===== src/rtl/core/s2sdm_pkg.sv =====
// Shared types, codes and constants of the surround-to-stereo downmix.
// Used by every module in rtl/core; depends on nothing else.
`default_nettype none

package s2sdm_pkg;

    // Sample encodings selected by the format register.
    typedef enum logic [1:0] {
        FMT_U8  = 2'd0,
        FMT_S16 = 2'd1,
        FMT_S24 = 2'd2,
        FMT_F32 = 2'd3
    } t_fmt;

    // Configuration register indexes.
    localparam logic CFG_SAMPLE_FORMAT = 1'b0;
    localparam logic CFG_MIX_ENABLE    = 1'b1;

    localparam t_fmt FMT_RESET = FMT_S16;

    typedef struct packed {
        t_fmt fmt;
        logic mix;
    } t_mode;

    // Truncating right shift applied to the scaled value.
    typedef enum logic [1:0] {
        SHIFT_NONE,
        SHIFT_PCM_MIX,
        SHIFT_FLT_COPY,
        SHIFT_FLT_MIX
    } t_shift;

    localparam int SHIFT_PCM_MIX_BITS  = 16;
    localparam int SHIFT_FLT_COPY_BITS = 23;
    localparam int SHIFT_FLT_MIX_BITS  = 39;

    // Decoded channel: PCM in 16-bit scale or float in Q1.23, both fit here.
    localparam int CH_W     = 25;
    localparam int PAIR_W   = CH_W + 1;
    localparam int PROD_W   = 42;
    localparam int SCALED_W = 58;
    localparam int SAMPLE_W = 16;
    localparam int WORD_W   = 32;
    localparam int NUM_CH   = 6;

    localparam logic signed [15:0] COEF_FB    = 16'sd19195;
    localparam logic signed [15:0] COEF_CL    = 16'sd13573;
    localparam int                 FULL_SHIFT = 15;   // 32767 = 2^15 - 1

    typedef logic signed [CH_W-1:0]   t_ch;
    typedef logic signed [PROD_W-1:0] t_prod;

    typedef struct packed {
        logic [WORD_W-1:0] front_left;
        logic [WORD_W-1:0] front_right;
        logic [WORD_W-1:0] centre;
        logic [WORD_W-1:0] low_freq;
        logic [WORD_W-1:0] back_left;
        logic [WORD_W-1:0] back_right;
    } t_in_item;

    typedef struct packed {
        logic signed [SAMPLE_W-1:0] left_out;
        logic signed [SAMPLE_W-1:0] right_out;
    } t_out_item;

endpackage

`default_nettype wire


===== src/rtl/core/s2sdm_decode.sv =====
// Decodes one raw channel word into a signed value (PCM scale or Q1.23).
// Depends on s2sdm_pkg.
`default_nettype none

module s2sdm_decode
    import s2sdm_pkg::*;
(
    input  wire  [WORD_W-1:0] i_word,
    input  t_fmt              i_fmt,
    output t_ch               o_value
);

    logic [7:0]  exp_f;
    logic [22:0] man_f;
    logic [7:0]  sh_f;
    logic [23:0] mag_f;
    t_ch         flt_value;

    always_comb begin
        exp_f = i_word[30:23];
        man_f = i_word[22:0];
        sh_f  = 8'd127 - exp_f;
        if (exp_f == 8'hFF && man_f != '0) begin
            mag_f = '0;                         // NaN reads as zero
        end else if (exp_f >= 8'd127) begin
            mag_f = 24'h800000;                 // clip to one
        end else if (exp_f == 8'd0 || sh_f >= 8'd24) begin
            mag_f = '0;                         // subnormal or tiny
        end else begin
            mag_f = {1'b1, man_f} >> sh_f[4:0];
        end
        flt_value = i_word[31] ? -$signed({1'b0, mag_f}) : $signed({1'b0, mag_f});
    end

    always_comb begin
        case (i_fmt)
            FMT_U8:  o_value = {{9{~i_word[7]}}, ~i_word[7], i_word[6:0], 8'h00};
            FMT_S16: o_value = {{9{i_word[15]}}, i_word[15:0]};
            FMT_S24: o_value = {{9{i_word[23]}}, i_word[23:8]};
            FMT_F32: o_value = flt_value;
            default: o_value = '0;
        endcase
    end

endmodule

`default_nettype wire


===== src/rtl/core/s2sdm_mix.sv =====
// Pair sums and coefficient products of the downmix (front+back, centre+LFE).
// Depends on s2sdm_pkg.
`default_nettype none

module s2sdm_mix
    import s2sdm_pkg::*;
(
    input  t_ch   i_fl,
    input  t_ch   i_fr,
    input  t_ch   i_c,
    input  t_ch   i_lfe,
    input  t_ch   i_bl,
    input  t_ch   i_br,
    output t_prod o_prod_l,
    output t_prod o_prod_r,
    output t_prod o_prod_c
);

    logic signed [PAIR_W-1:0] sum_l;
    logic signed [PAIR_W-1:0] sum_r;
    logic signed [PAIR_W-1:0] sum_c;

    always_comb begin
        sum_l    = PAIR_W'(i_fl) + PAIR_W'(i_bl);
        sum_r    = PAIR_W'(i_fr) + PAIR_W'(i_br);
        sum_c    = PAIR_W'(i_c) + PAIR_W'(i_lfe);
        o_prod_l = sum_l * COEF_FB;
        o_prod_r = sum_r * COEF_FB;
        o_prod_c = sum_c * COEF_CL;
    end

endmodule

`default_nettype wire


===== src/rtl/core/s2sdm_scale.sv =====
// Final scaling of one side: float full-scale multiply, then truncating shift.
// Depends on s2sdm_pkg.
`default_nettype none

module s2sdm_scale
    import s2sdm_pkg::*;
(
    input  t_prod                       i_num,
    input  t_mode                       i_mode,
    output logic signed [SAMPLE_W-1:0]  o_sample
);

    t_shift                     shift;
    logic [5:0]                 sh;
    logic signed [SCALED_W-1:0] ext;
    logic signed [SCALED_W-1:0] scaled;
    logic signed [SCALED_W-1:0] biased;
    logic signed [SCALED_W-1:0] quot;
    logic [SCALED_W-1:0]        bias;

    always_comb begin
        if (i_mode.mix) begin
            shift = (i_mode.fmt == FMT_F32) ? SHIFT_FLT_MIX : SHIFT_PCM_MIX;
        end else begin
            shift = (i_mode.fmt == FMT_F32) ? SHIFT_FLT_COPY : SHIFT_NONE;
        end

        case (shift)
            SHIFT_NONE:     sh = '0;
            SHIFT_PCM_MIX:  sh = 6'(SHIFT_PCM_MIX_BITS);
            SHIFT_FLT_COPY: sh = 6'(SHIFT_FLT_COPY_BITS);
            SHIFT_FLT_MIX:  sh = 6'(SHIFT_FLT_MIX_BITS);
            default:        sh = '0;
        endcase

        // times 32767 as a shift and subtract
        ext = SCALED_W'(i_num);
        if (i_mode.fmt == FMT_F32) begin
            scaled = (ext <<< FULL_SHIFT) - ext;
        end else begin
            scaled = ext;
        end

        // round toward zero: bias negatives by 2^sh - 1 before shifting
        bias     = scaled[SCALED_W-1] ? ((SCALED_W'(1) << sh) - SCALED_W'(1)) : '0;
        biased   = scaled + $signed(bias);
        quot     = biased >>> sh;
        o_sample = quot[SAMPLE_W-1:0];
    end

endmodule

`default_nettype wire


===== src/rtl/core/surround_to_stereo_downmix.sv =====
// Surround (5.1) to stereo downmix: six raw channel words in, one stereo pair out.
// Result is registered through four register stages;
// throughput 1 item per cycle, input stalls only while a full pipeline sees output stall.
// Pipeline: input register, decode + coefficient products, side sums, final scale.
// Reset (synchronous, active low) empties the pipeline, sets format to signed
// 16-bit and clears mix enable. Depends on s2sdm_pkg and the s2sdm_* modules.
`default_nettype none

module surround_to_stereo_downmix
    import s2sdm_pkg::*;
(
    input  wire        i_clk,
    input  wire        i_rst_n,

    // input item channel
    input  wire        i_in_valid,
    output logic       o_in_stall,
    input  t_in_item   i_in_item,

    // result item channel
    output logic       o_out_valid,
    input  wire        i_out_stall,
    output t_out_item  o_out_item,

    // configuration write channel
    input  wire        i_cfg_valid,
    output logic       o_cfg_ready,
    input  wire        i_cfg_index,
    input  wire  [1:0] i_cfg_data
);

    // ---------------------------------------------------------------
    // Configuration registers: always ready; the user is to write them only while idle (the block does not enforce it).
    // ---------------------------------------------------------------
    t_fmt r_fmt;
    logic r_mix;

    assign o_cfg_ready = 1'b1;

    always_ff @(posedge i_clk) begin
        if (!i_rst_n) begin
            r_fmt <= FMT_RESET;
            r_mix <= 1'b0;
        end else if (i_cfg_valid && o_cfg_ready) begin
            case (i_cfg_index)
                CFG_SAMPLE_FORMAT: r_fmt <= t_fmt'(i_cfg_data);
                CFG_MIX_ENABLE:    r_mix <= i_cfg_data[0];
                default: ;
            endcase
        end
    end

    // ---------------------------------------------------------------
    // Pipeline flow control: a stage advances when it is empty or the
    // stage after it advances. An output stall holds the last stage and each full stage behind it.
    // ---------------------------------------------------------------
    logic r1_valid, r2_valid, r3_valid, r4_valid;
    logic adv1, adv2, adv3, adv4;

    assign adv4 = !r4_valid || !i_out_stall;
    assign adv3 = !r3_valid || adv4;
    assign adv2 = !r2_valid || adv3;
    assign adv1 = !r1_valid || adv2;

    assign o_in_stall  = !adv1;
    assign o_out_valid = r4_valid;

    always_ff @(posedge i_clk) begin
        if (!i_rst_n) begin
            r1_valid <= 1'b0;
            r2_valid <= 1'b0;
            r3_valid <= 1'b0;
            r4_valid <= 1'b0;
        end else begin
            if (adv1) r1_valid <= i_in_valid;
            if (adv2) r2_valid <= r1_valid;
            if (adv3) r3_valid <= r2_valid;
            if (adv4) r4_valid <= r3_valid;
        end
    end

    // ---------------------------------------------------------------
    // Stage 1: capture the raw item.
    // ---------------------------------------------------------------
    t_in_item r1_item;

    always_ff @(posedge i_clk) begin
        if (adv1 && i_in_valid) begin
            r1_item <= i_in_item;
        end
    end

    // ---------------------------------------------------------------
    // Stage 2: decode all six channels, form pair sums and products.
    // ---------------------------------------------------------------
    t_ch   ch_fl, ch_fr, ch_c, ch_lfe, ch_bl, ch_br;
    t_prod n_prod_l, n_prod_r, n_prod_c;

    s2sdm_decode u_dec_fl  (.i_word(r1_item.front_left),  .i_fmt(r_fmt), .o_value(ch_fl));
    s2sdm_decode u_dec_fr  (.i_word(r1_item.front_right), .i_fmt(r_fmt), .o_value(ch_fr));
    s2sdm_decode u_dec_c   (.i_word(r1_item.centre),      .i_fmt(r_fmt), .o_value(ch_c));
    s2sdm_decode u_dec_lfe (.i_word(r1_item.low_freq),    .i_fmt(r_fmt), .o_value(ch_lfe));
    s2sdm_decode u_dec_bl  (.i_word(r1_item.back_left),   .i_fmt(r_fmt), .o_value(ch_bl));
    s2sdm_decode u_dec_br  (.i_word(r1_item.back_right),  .i_fmt(r_fmt), .o_value(ch_br));

    s2sdm_mix u_mix (
        .i_fl     (ch_fl),
        .i_fr     (ch_fr),
        .i_c      (ch_c),
        .i_lfe    (ch_lfe),
        .i_bl     (ch_bl),
        .i_br     (ch_br),
        .o_prod_l (n_prod_l),
        .o_prod_r (n_prod_r),
        .o_prod_c (n_prod_c)
    );

    t_prod r2_prod_l, r2_prod_r, r2_prod_c;
    t_ch   r2_ch_l, r2_ch_r;
    t_mode r2_mode;

    always_ff @(posedge i_clk) begin
        if (adv2 && r1_valid) begin
            r2_prod_l <= n_prod_l;
            r2_prod_r <= n_prod_r;
            r2_prod_c <= n_prod_c;
            r2_ch_l   <= ch_fl;
            r2_ch_r   <= ch_fr;
            r2_mode   <= '{fmt: r_fmt, mix: r_mix};
        end
    end

    // ---------------------------------------------------------------
    // Stage 3: pick the value to scale per side. Mixing adds the shared
    // centre/LFE term; 8-bit with mixing gives silence; copy passes the
    // front channels.
    // ---------------------------------------------------------------
    t_prod n_num_l, n_num_r;
    t_prod r3_num_l, r3_num_r;
    t_mode r3_mode;

    always_comb begin
        if (r2_mode.mix) begin
            if (r2_mode.fmt == FMT_U8) begin
                n_num_l = '0;
                n_num_r = '0;
            end else begin
                n_num_l = r2_prod_l + r2_prod_c;
                n_num_r = r2_prod_r + r2_prod_c;
            end
        end else begin
            n_num_l = PROD_W'(r2_ch_l);
            n_num_r = PROD_W'(r2_ch_r);
        end
    end

    always_ff @(posedge i_clk) begin
        if (adv3 && r2_valid) begin
            r3_num_l <= n_num_l;
            r3_num_r <= n_num_r;
            r3_mode  <= r2_mode;
        end
    end

    // ---------------------------------------------------------------
    // Stage 4: full-scale multiply for float, truncating shift, result
    // register. The result always fits 16 bits.
    // ---------------------------------------------------------------
    t_out_item n_out;

    s2sdm_scale u_scale_l (.i_num(r3_num_l), .i_mode(r3_mode), .o_sample(n_out.left_out));
    s2sdm_scale u_scale_r (.i_num(r3_num_r), .i_mode(r3_mode), .o_sample(n_out.right_out));

    t_out_item r4_item;

    always_ff @(posedge i_clk) begin
        if (adv4 && r3_valid) begin
            r4_item <= n_out;
        end
    end

    assign o_out_item = r4_item;

endmodule

`default_nettype wire


===== config.mk =====
export PLATFORM = sky130hd
export DESIGN_NAME = surround_to_stereo_downmix
export DESIGN_NICKNAME = d
export VERILOG_FILES = /design/src/rtl/core/s2sdm_pkg.sv /design/src/rtl/core/s2sdm_decode.sv /design/src/rtl/core/s2sdm_mix.sv /design/src/rtl/core/s2sdm_scale.sv /design/src/rtl/core/surround_to_stereo_downmix.sv
export SDC_FILE = /design/constraint.sdc
export NUM_CORES = 2
export LEC_CHECK = 0
export ABC_AREA = 1
export BUFFER_PORTS_ARGS = -buffer_cell sky130_fd_sc_hd__buf_2
export CORE_ASPECT_RATIO = 1.75
export CORE_MARGIN = 2
export CORE_UTILIZATION = 40
export DETAILED_ROUTE_END_ITERATION = 8
export PLACE_DENSITY = 0.51
export SKIP_CTS_REPAIR_TIMING = 1
export SLEW_MARGIN = 20
export SYNTH_ARGS = -nofsm -noshare
export SYNTH_HDL_FRONTEND = slang
export SYNTH_SLANG_ARGS = --single-unit

===== constraint.sdc =====
create_clock -name i_clk -period 15.4 [get_ports i_clk]
set_input_delay 3.08 -clock i_clk [delete_from_list [all_inputs] [get_ports i_clk]]
set_output_delay 3.08 -clock i_clk [all_outputs]
set_load 0.1 [all_outputs]

Word level (Yosys, flattened, before mapping)
Cells that the tools add are included.
Widths: inputs -> output; s select.
- equality and inequality tests: 13
- bitwise operators: 7
- reduce and logical (&&, ||, !) cells: 43
- shifts and indexed selects: 9
- $lt $le $gt $ge: 12
- add/sub/neg operators: 22
- $mul: 3
- mux-type cells: 42
- operators by type and width (cell ; number):
    $pmux 25 s4 ; 6
    $mux 24 ; 18
    $mux 58 ; 4
    $mux 42 ; 4
    $mux 25 ; 6
    $neg 24->25 ; 6
    $shr 24x5->24 ; 6
    $reduce_bool 23->1 ; 6
    $add 58x58->58 ; 2
    $sshr 58x6->16 ; 2
    $sub 57x42->58 ; 2
    $add 42x42->42 ; 2
    $mul 26x16->42 const B ; 2
    $add 25x25->26 ; 3
    $shl 1x6->58 const A ; 1
    $sub 58x1->58 const B ; 1
    $eq 8x8->1 const B ; 6
    $ge 8x5->1 const B ; 6
    $ge 8x7->1 const B ; 6
    $logic_not 8->1 ; 6
    $sub 7x8->8 const A ; 6
    $mul 26x15->41 const B ; 1
    $pmux 6 s4 ; 1
    $eq 2x2->1 const B ; 5
    8 further kinds ; 43
- input port bits: 200
- logic and storage cells: 176
- output and inout port bits: 35
- flip-flop bits (word level): 497

Depth between registers and ports, before layout
- word-level depth: 11
- mapped depth: 57

Cells and area by module
From an unflattened synthesis, not the netlist that was laid out.
- cell total of the unflattened synthesis: 13134
- area total of the unflattened synthesis: 87266.2 µm²
- by module, submodules not included (module ; cells an instance ; area an instance (µm²) ; times used ; seq. area each (µm²)):
    s2sdm_mix ; 3830 ; 29453.2 ; 1 ; 0.0
    surround_to_stereo_downmix ; 2078 ; 22231.3 ; 1 ; 14854.2
    s2sdm_scale ; 2041 ; 10017.1 ; 2 ; 0.0
    s2sdm_decode ; 524 ; 2591.2 ; 6 ; 0.0

Worst setup path before layout
Ideal clock, no wire load.
- kind: input to register
- start point: input port i_out_stall
- end point: register r1_item[0] in the netlist's numbering (enable)
- buffers on the path: 0
- path slack: 2.764 ns
- arrival time: 11.891 ns
- stages: 7
- required time: 14.655 ns
- cell sequence: nand2_1 -> nor2_1 -> inv_1 -> nor2_1 -> inv_1 -> nor2_1 -> nor2_1
- cells in the longest elaborated chain, start to end: 6
- ends and longest elaborated chain (element ; line ; RTL):
    start, declared ; surround_to_stereo_downmix.sv:22 ; input wire i_out_stall,
    $logic_not 1->1 ; surround_to_stereo_downmix.sv:60 ; assign adv4 = !r4_valid || !i_out_stall;
    $logic_or 1x1->1 ; surround_to_stereo_downmix.sv:60 ;
    $logic_or 1x1->1 ; surround_to_stereo_downmix.sv:61 ; assign adv3 = !r3_valid || adv4;
    $logic_or 1x1->1 ; surround_to_stereo_downmix.sv:62 ; assign adv2 = !r2_valid || adv3;
    $logic_or 1x1->1 ; surround_to_stereo_downmix.sv:63 ; assign adv1 = !r1_valid || adv2;
    $logic_and 1x1->1 ; surround_to_stereo_downmix.sv:88 ; if (adv1 && i_in_valid) begin
    end signal, assigned ; surround_to_stereo_downmix.sv:89 ; r1_item <= i_in_item;
    end, declared ; surround_to_stereo_downmix.sv:85 ; t_in_item r1_item;
No other way between the ends.
A chain may end at the register's enable or synchronous reset.

Worst setup path in the final report
- start point: register r1_item[153] in the netlist's numbering
- end point: register r2_prod_r[40], data pin
- cells in the longest elaborated chain, start to end: 11
- elaborated cells on any way between the ends: 16
- ends and longest elaborated chain (element ; line ; RTL):
    $sub 7x8->8 ; s2sdm_decode.sv:22 ; sh_f = 8'd127 - exp_f;
    $ge 8x5->1 ; s2sdm_decode.sv:27 ; end else if (exp_f == 8'd0 || sh_f >= 8'd24) begin
    $logic_or 1x1->1 ; s2sdm_decode.sv:27 ;
    $mux 24 ; s2sdm_decode.sv:27 ;
    $mux 24 ; s2sdm_decode.sv:25 ; end else if (exp_f >= 8'd127) begin
    $mux 24 * ; s2sdm_decode.sv:23 ; if (exp_f == 8'hFF && man_f != '0) begin
    $neg 24->25 ; s2sdm_decode.sv:32 ; flt_value = i_word[31] ? -$signed({1'b0, mag_f}) : $signed({1'b0, mag_f});
    $mux 25 * ; s2sdm_decode.sv:32 ;
    $pmux 25 s4 * ; s2sdm_decode.sv:36 ; case (i_fmt)
    via ch_fr[6] ; surround_to_stereo_downmix.sv:96 ; t_ch ch_fl, ch_fr, ch_c, ch_lfe, ch_bl, ch_br;
    $add 25x25->26 * ; s2sdm_mix.sv:25 ; sum_r = PAIR_W'(i_fr) + PAIR_W'(i_br);
    $mul 26x16->42 * ; s2sdm_mix.sv:28 ; o_prod_r = sum_r * COEF_FB;
    via n_prod_r[40] ; surround_to_stereo_downmix.sv:97 ; t_prod n_prod_l, n_prod_r, n_prod_c;
    end signal, assigned ; surround_to_stereo_downmix.sv:125 ; r2_prod_r <= n_prod_r;
    end, declared ; surround_to_stereo_downmix.sv:118 ; t_prod r2_prod_l, r2_prod_r, r2_prod_c;
The timed path passes the listed nets; every way through them passes the cells marked *.

==> out/qor.yml <==
run_status:
  outcome: "finished with violations"
  violations: "slew limit"
yosys:
  yosys_warnings: 0
  synthCells: 11600
  synth_cell_type_count: 67
  yosysTopAreaCellShare_pct: 18.3
  synth.top_cells.by_count: "nand2_1 (2572), inv_1 (1904), nand3_1 (1209)"
  synth_top_cell_by_area: "edfxtp_1"
  synth_edf_count: 489
  synthFlopType: "edfxtp_1"
  post_synth.cell_area_avg_um2: 6.93
  syn-cell-area_um2: 80100
  ys_top_cells_by_area: "edfxtp_1 (18%), ha_1 (13%), fa_1 (12%)"
  seq_area_frac_synth_pct: 18.5
  yosysMostFrequentCell: "nand2_1"
  async_flop_share_pct: 0
  synth-seq-cells: 496
clock_network:
  htreeDepth: 2
  cts_buffers: 55
  clock_latency_ns: 0.71
  cts_buffer_depth: 3
  cts_tree: "yes"
  cts-root-buf: "clkbuf_16"
  clk_pin_slew_ns: 0.06
  clock-sinks: 496
worst_setup_path:
  critPathMaxFanout: 29
  start_kind: "flip-flop"
  arrival_ns: 12.02
  worst-setup-path-type: "reg2reg"
  max_stage_delay_ns: 1.06
  end_kind: "flip-flop"
  worst_path_most_repeated_cell: "nand2_1"
  cp.required_ns: 15.83
  slowest_stage: "edfxtp_1"
final_layout:
  fin_nets: 13200
  drive_gt1_share_pct: 5.22
  area_growth_pct: 7.47
placement:
  dp_hpwl_mm: 292
  post-place-ws_ns: 3.85
  portBuffers: 233
  place.gp.congestion: 1.07
floorplanning:
  die-area_um2: 204000
  num_rows: 217
  ios: 235
  start_util_pct: 40.2
  core-area_um2: 199000
  fp.dieW_um: 342
  die_h_um: 596
sta:
  worst_slack_ns: 3.82
  slew_headroom_pct: -27.5
  hold_ws_ns: 0.490
  rsz0062_at_grt: "no"
  max_freq_ghz: 0.0863
  slew_viol_final: 3
  period_share_pct: 75.2
  finalHoldViolCount: 0
  worst_pin_slew_ns: 1.91
  post-route-min-period_ns: 11.58
  tns_ns: 0
  skew_ns: 0.0390
  setup_viol: 0
drt:
  dr.pass1.iters: 6
  drt_iter0_markers: 5121
  viasPerCell: 5.55
  drt-total-wl_mm: 349
  vias: 79700
  routedWlPerCell_um: 24.3
  ant_nets: 0
  drc: 0
grt:
  gr-usage-all-layers_pct: 33.8
  grt_overflow_total: 0
  grt_max_degree: 158
  grt_pass1_wl_mm: 511
  grt_pass1_vias: 81100
  antenna_found_initial: 23
worst_hold_path:
  min_path_type: "reg2reg"
run:
  drv_cap: 0
-- cells by family (layout without fill, tap and decap cells) --
family	after synthesis	after routing	share of synthesized area [%]
other	2	24	0.00937
XOR/XNOR	332	332	3.65
flip-flops	496	496	18.5
AND/OR/NAND/NOR	5208	5208	28.1
buffers and inverters	2216	2366	10.6
adder cells (fa/ha/maj)	1310	1310	25.0
AO/OA/AOI/OAI	1993	1993	14.1
-- sequential cells by signal (all words and copies together), names as in the netlist, 2 cells and up --
name and cells:
o_out_item 32, r1_item 192, r2_ch_l 25, r2_ch_r 25, r2_mode 3, r2_prod_c 41
r2_prod_l 42, r2_prod_r 42, r3_mode 3, r3_num_l 42, r3_num_r 42, r_fmt 2
-- cells in the final DEF, fill, tap and decap left out, types with 42 or more instances in the layout --
master | netlist | layout
a21o_1 | 83 | 83
a21oi_1 | 844 | 838
a31oi_1 | 97 | 97
buf_2 | 71 | 233
buf_4 | 16 | 76
clkbuf_16 | 0 | 56
edfxtp_1 | 489 | 489
fa_1 | 489 | 489
ha_1 | 821 | 821
inv_1 | 1904 | 1901
nand2_1 | 2572 | 2571
nand3_1 | 1209 | 1209
nand3b_1 | 53 | 53
nand4_1 | 156 | 156
nor2_1 | 903 | 891
nor3_1 | 111 | 111
nor4_1 | 54 | 54
o211ai_1 | 82 | 82
o21a_1 | 49 | 49
o21ai_0 | 580 | 577
o21ai_1 | 40 | 42
o21bai_1 | 64 | 64
xnor2_1 | 108 | 107
xor2_1 | 222 | 219
-- worst max-delay path, delay by kind of cell (launching register included) --
family,cells,cell delay (ns)
buffers and inverters,3,0.84
AOI/OAI and AO/OA,9,2.53
and+or+nand+nor,19,1.86
DFF,1,1.06
adders and majority gates,9,3.77
xor gates and xnor gates,2,1.23
-- final cells by class --
class | instances | area [um2]
diodes | 9 | 22.5
clock buffers | 59 | 1410
clock inverters | 43 | 480
fillers | 21200 | 113000
inverters | 1953 | 7340
multi-input cells | 8858 | 57000
flip-flops and latches | 496 | 14800
well taps | 2628 | 3290
repair buffers | 311 | 1780
-- metal layers --
layer | wire length, um | GRT usage (%)
met4 | 35100 | 27.8
met3 | 14600 | 4.99
met2 | 181000 | 62.7
met1 | 118000 | 32.6
met5 | 93 | 0
-- per-stage QoR --
step           area (um2)  utilization (%)  instances
2_1_floorplan       80200                -      11600
5_1_grt             86100             43.2      14400
3_3_place_gp        84100             42.2      14200
3_5_place_dp        84100             42.2      14200
6_report            86100             43.2      14400
4_1_cts             86000             43.2      14300
-- final timing paths --
kind | start | to | slack (ns) | cells after the start
max | r1_item[153] | r2_prod_r[40] | 3.82 | 42
max reg2reg | r1_item[153] | r2_prod_r[40] | 3.82 | 42
min reg2reg | r2_valid | r3_valid | 0.49 | 2
min | r2_valid | r3_valid | 0.49 | 2
Power is left out: the tool's default activity adds up to more than one toggle a clock period on the data nets, which glitch-free logic cannot reach.
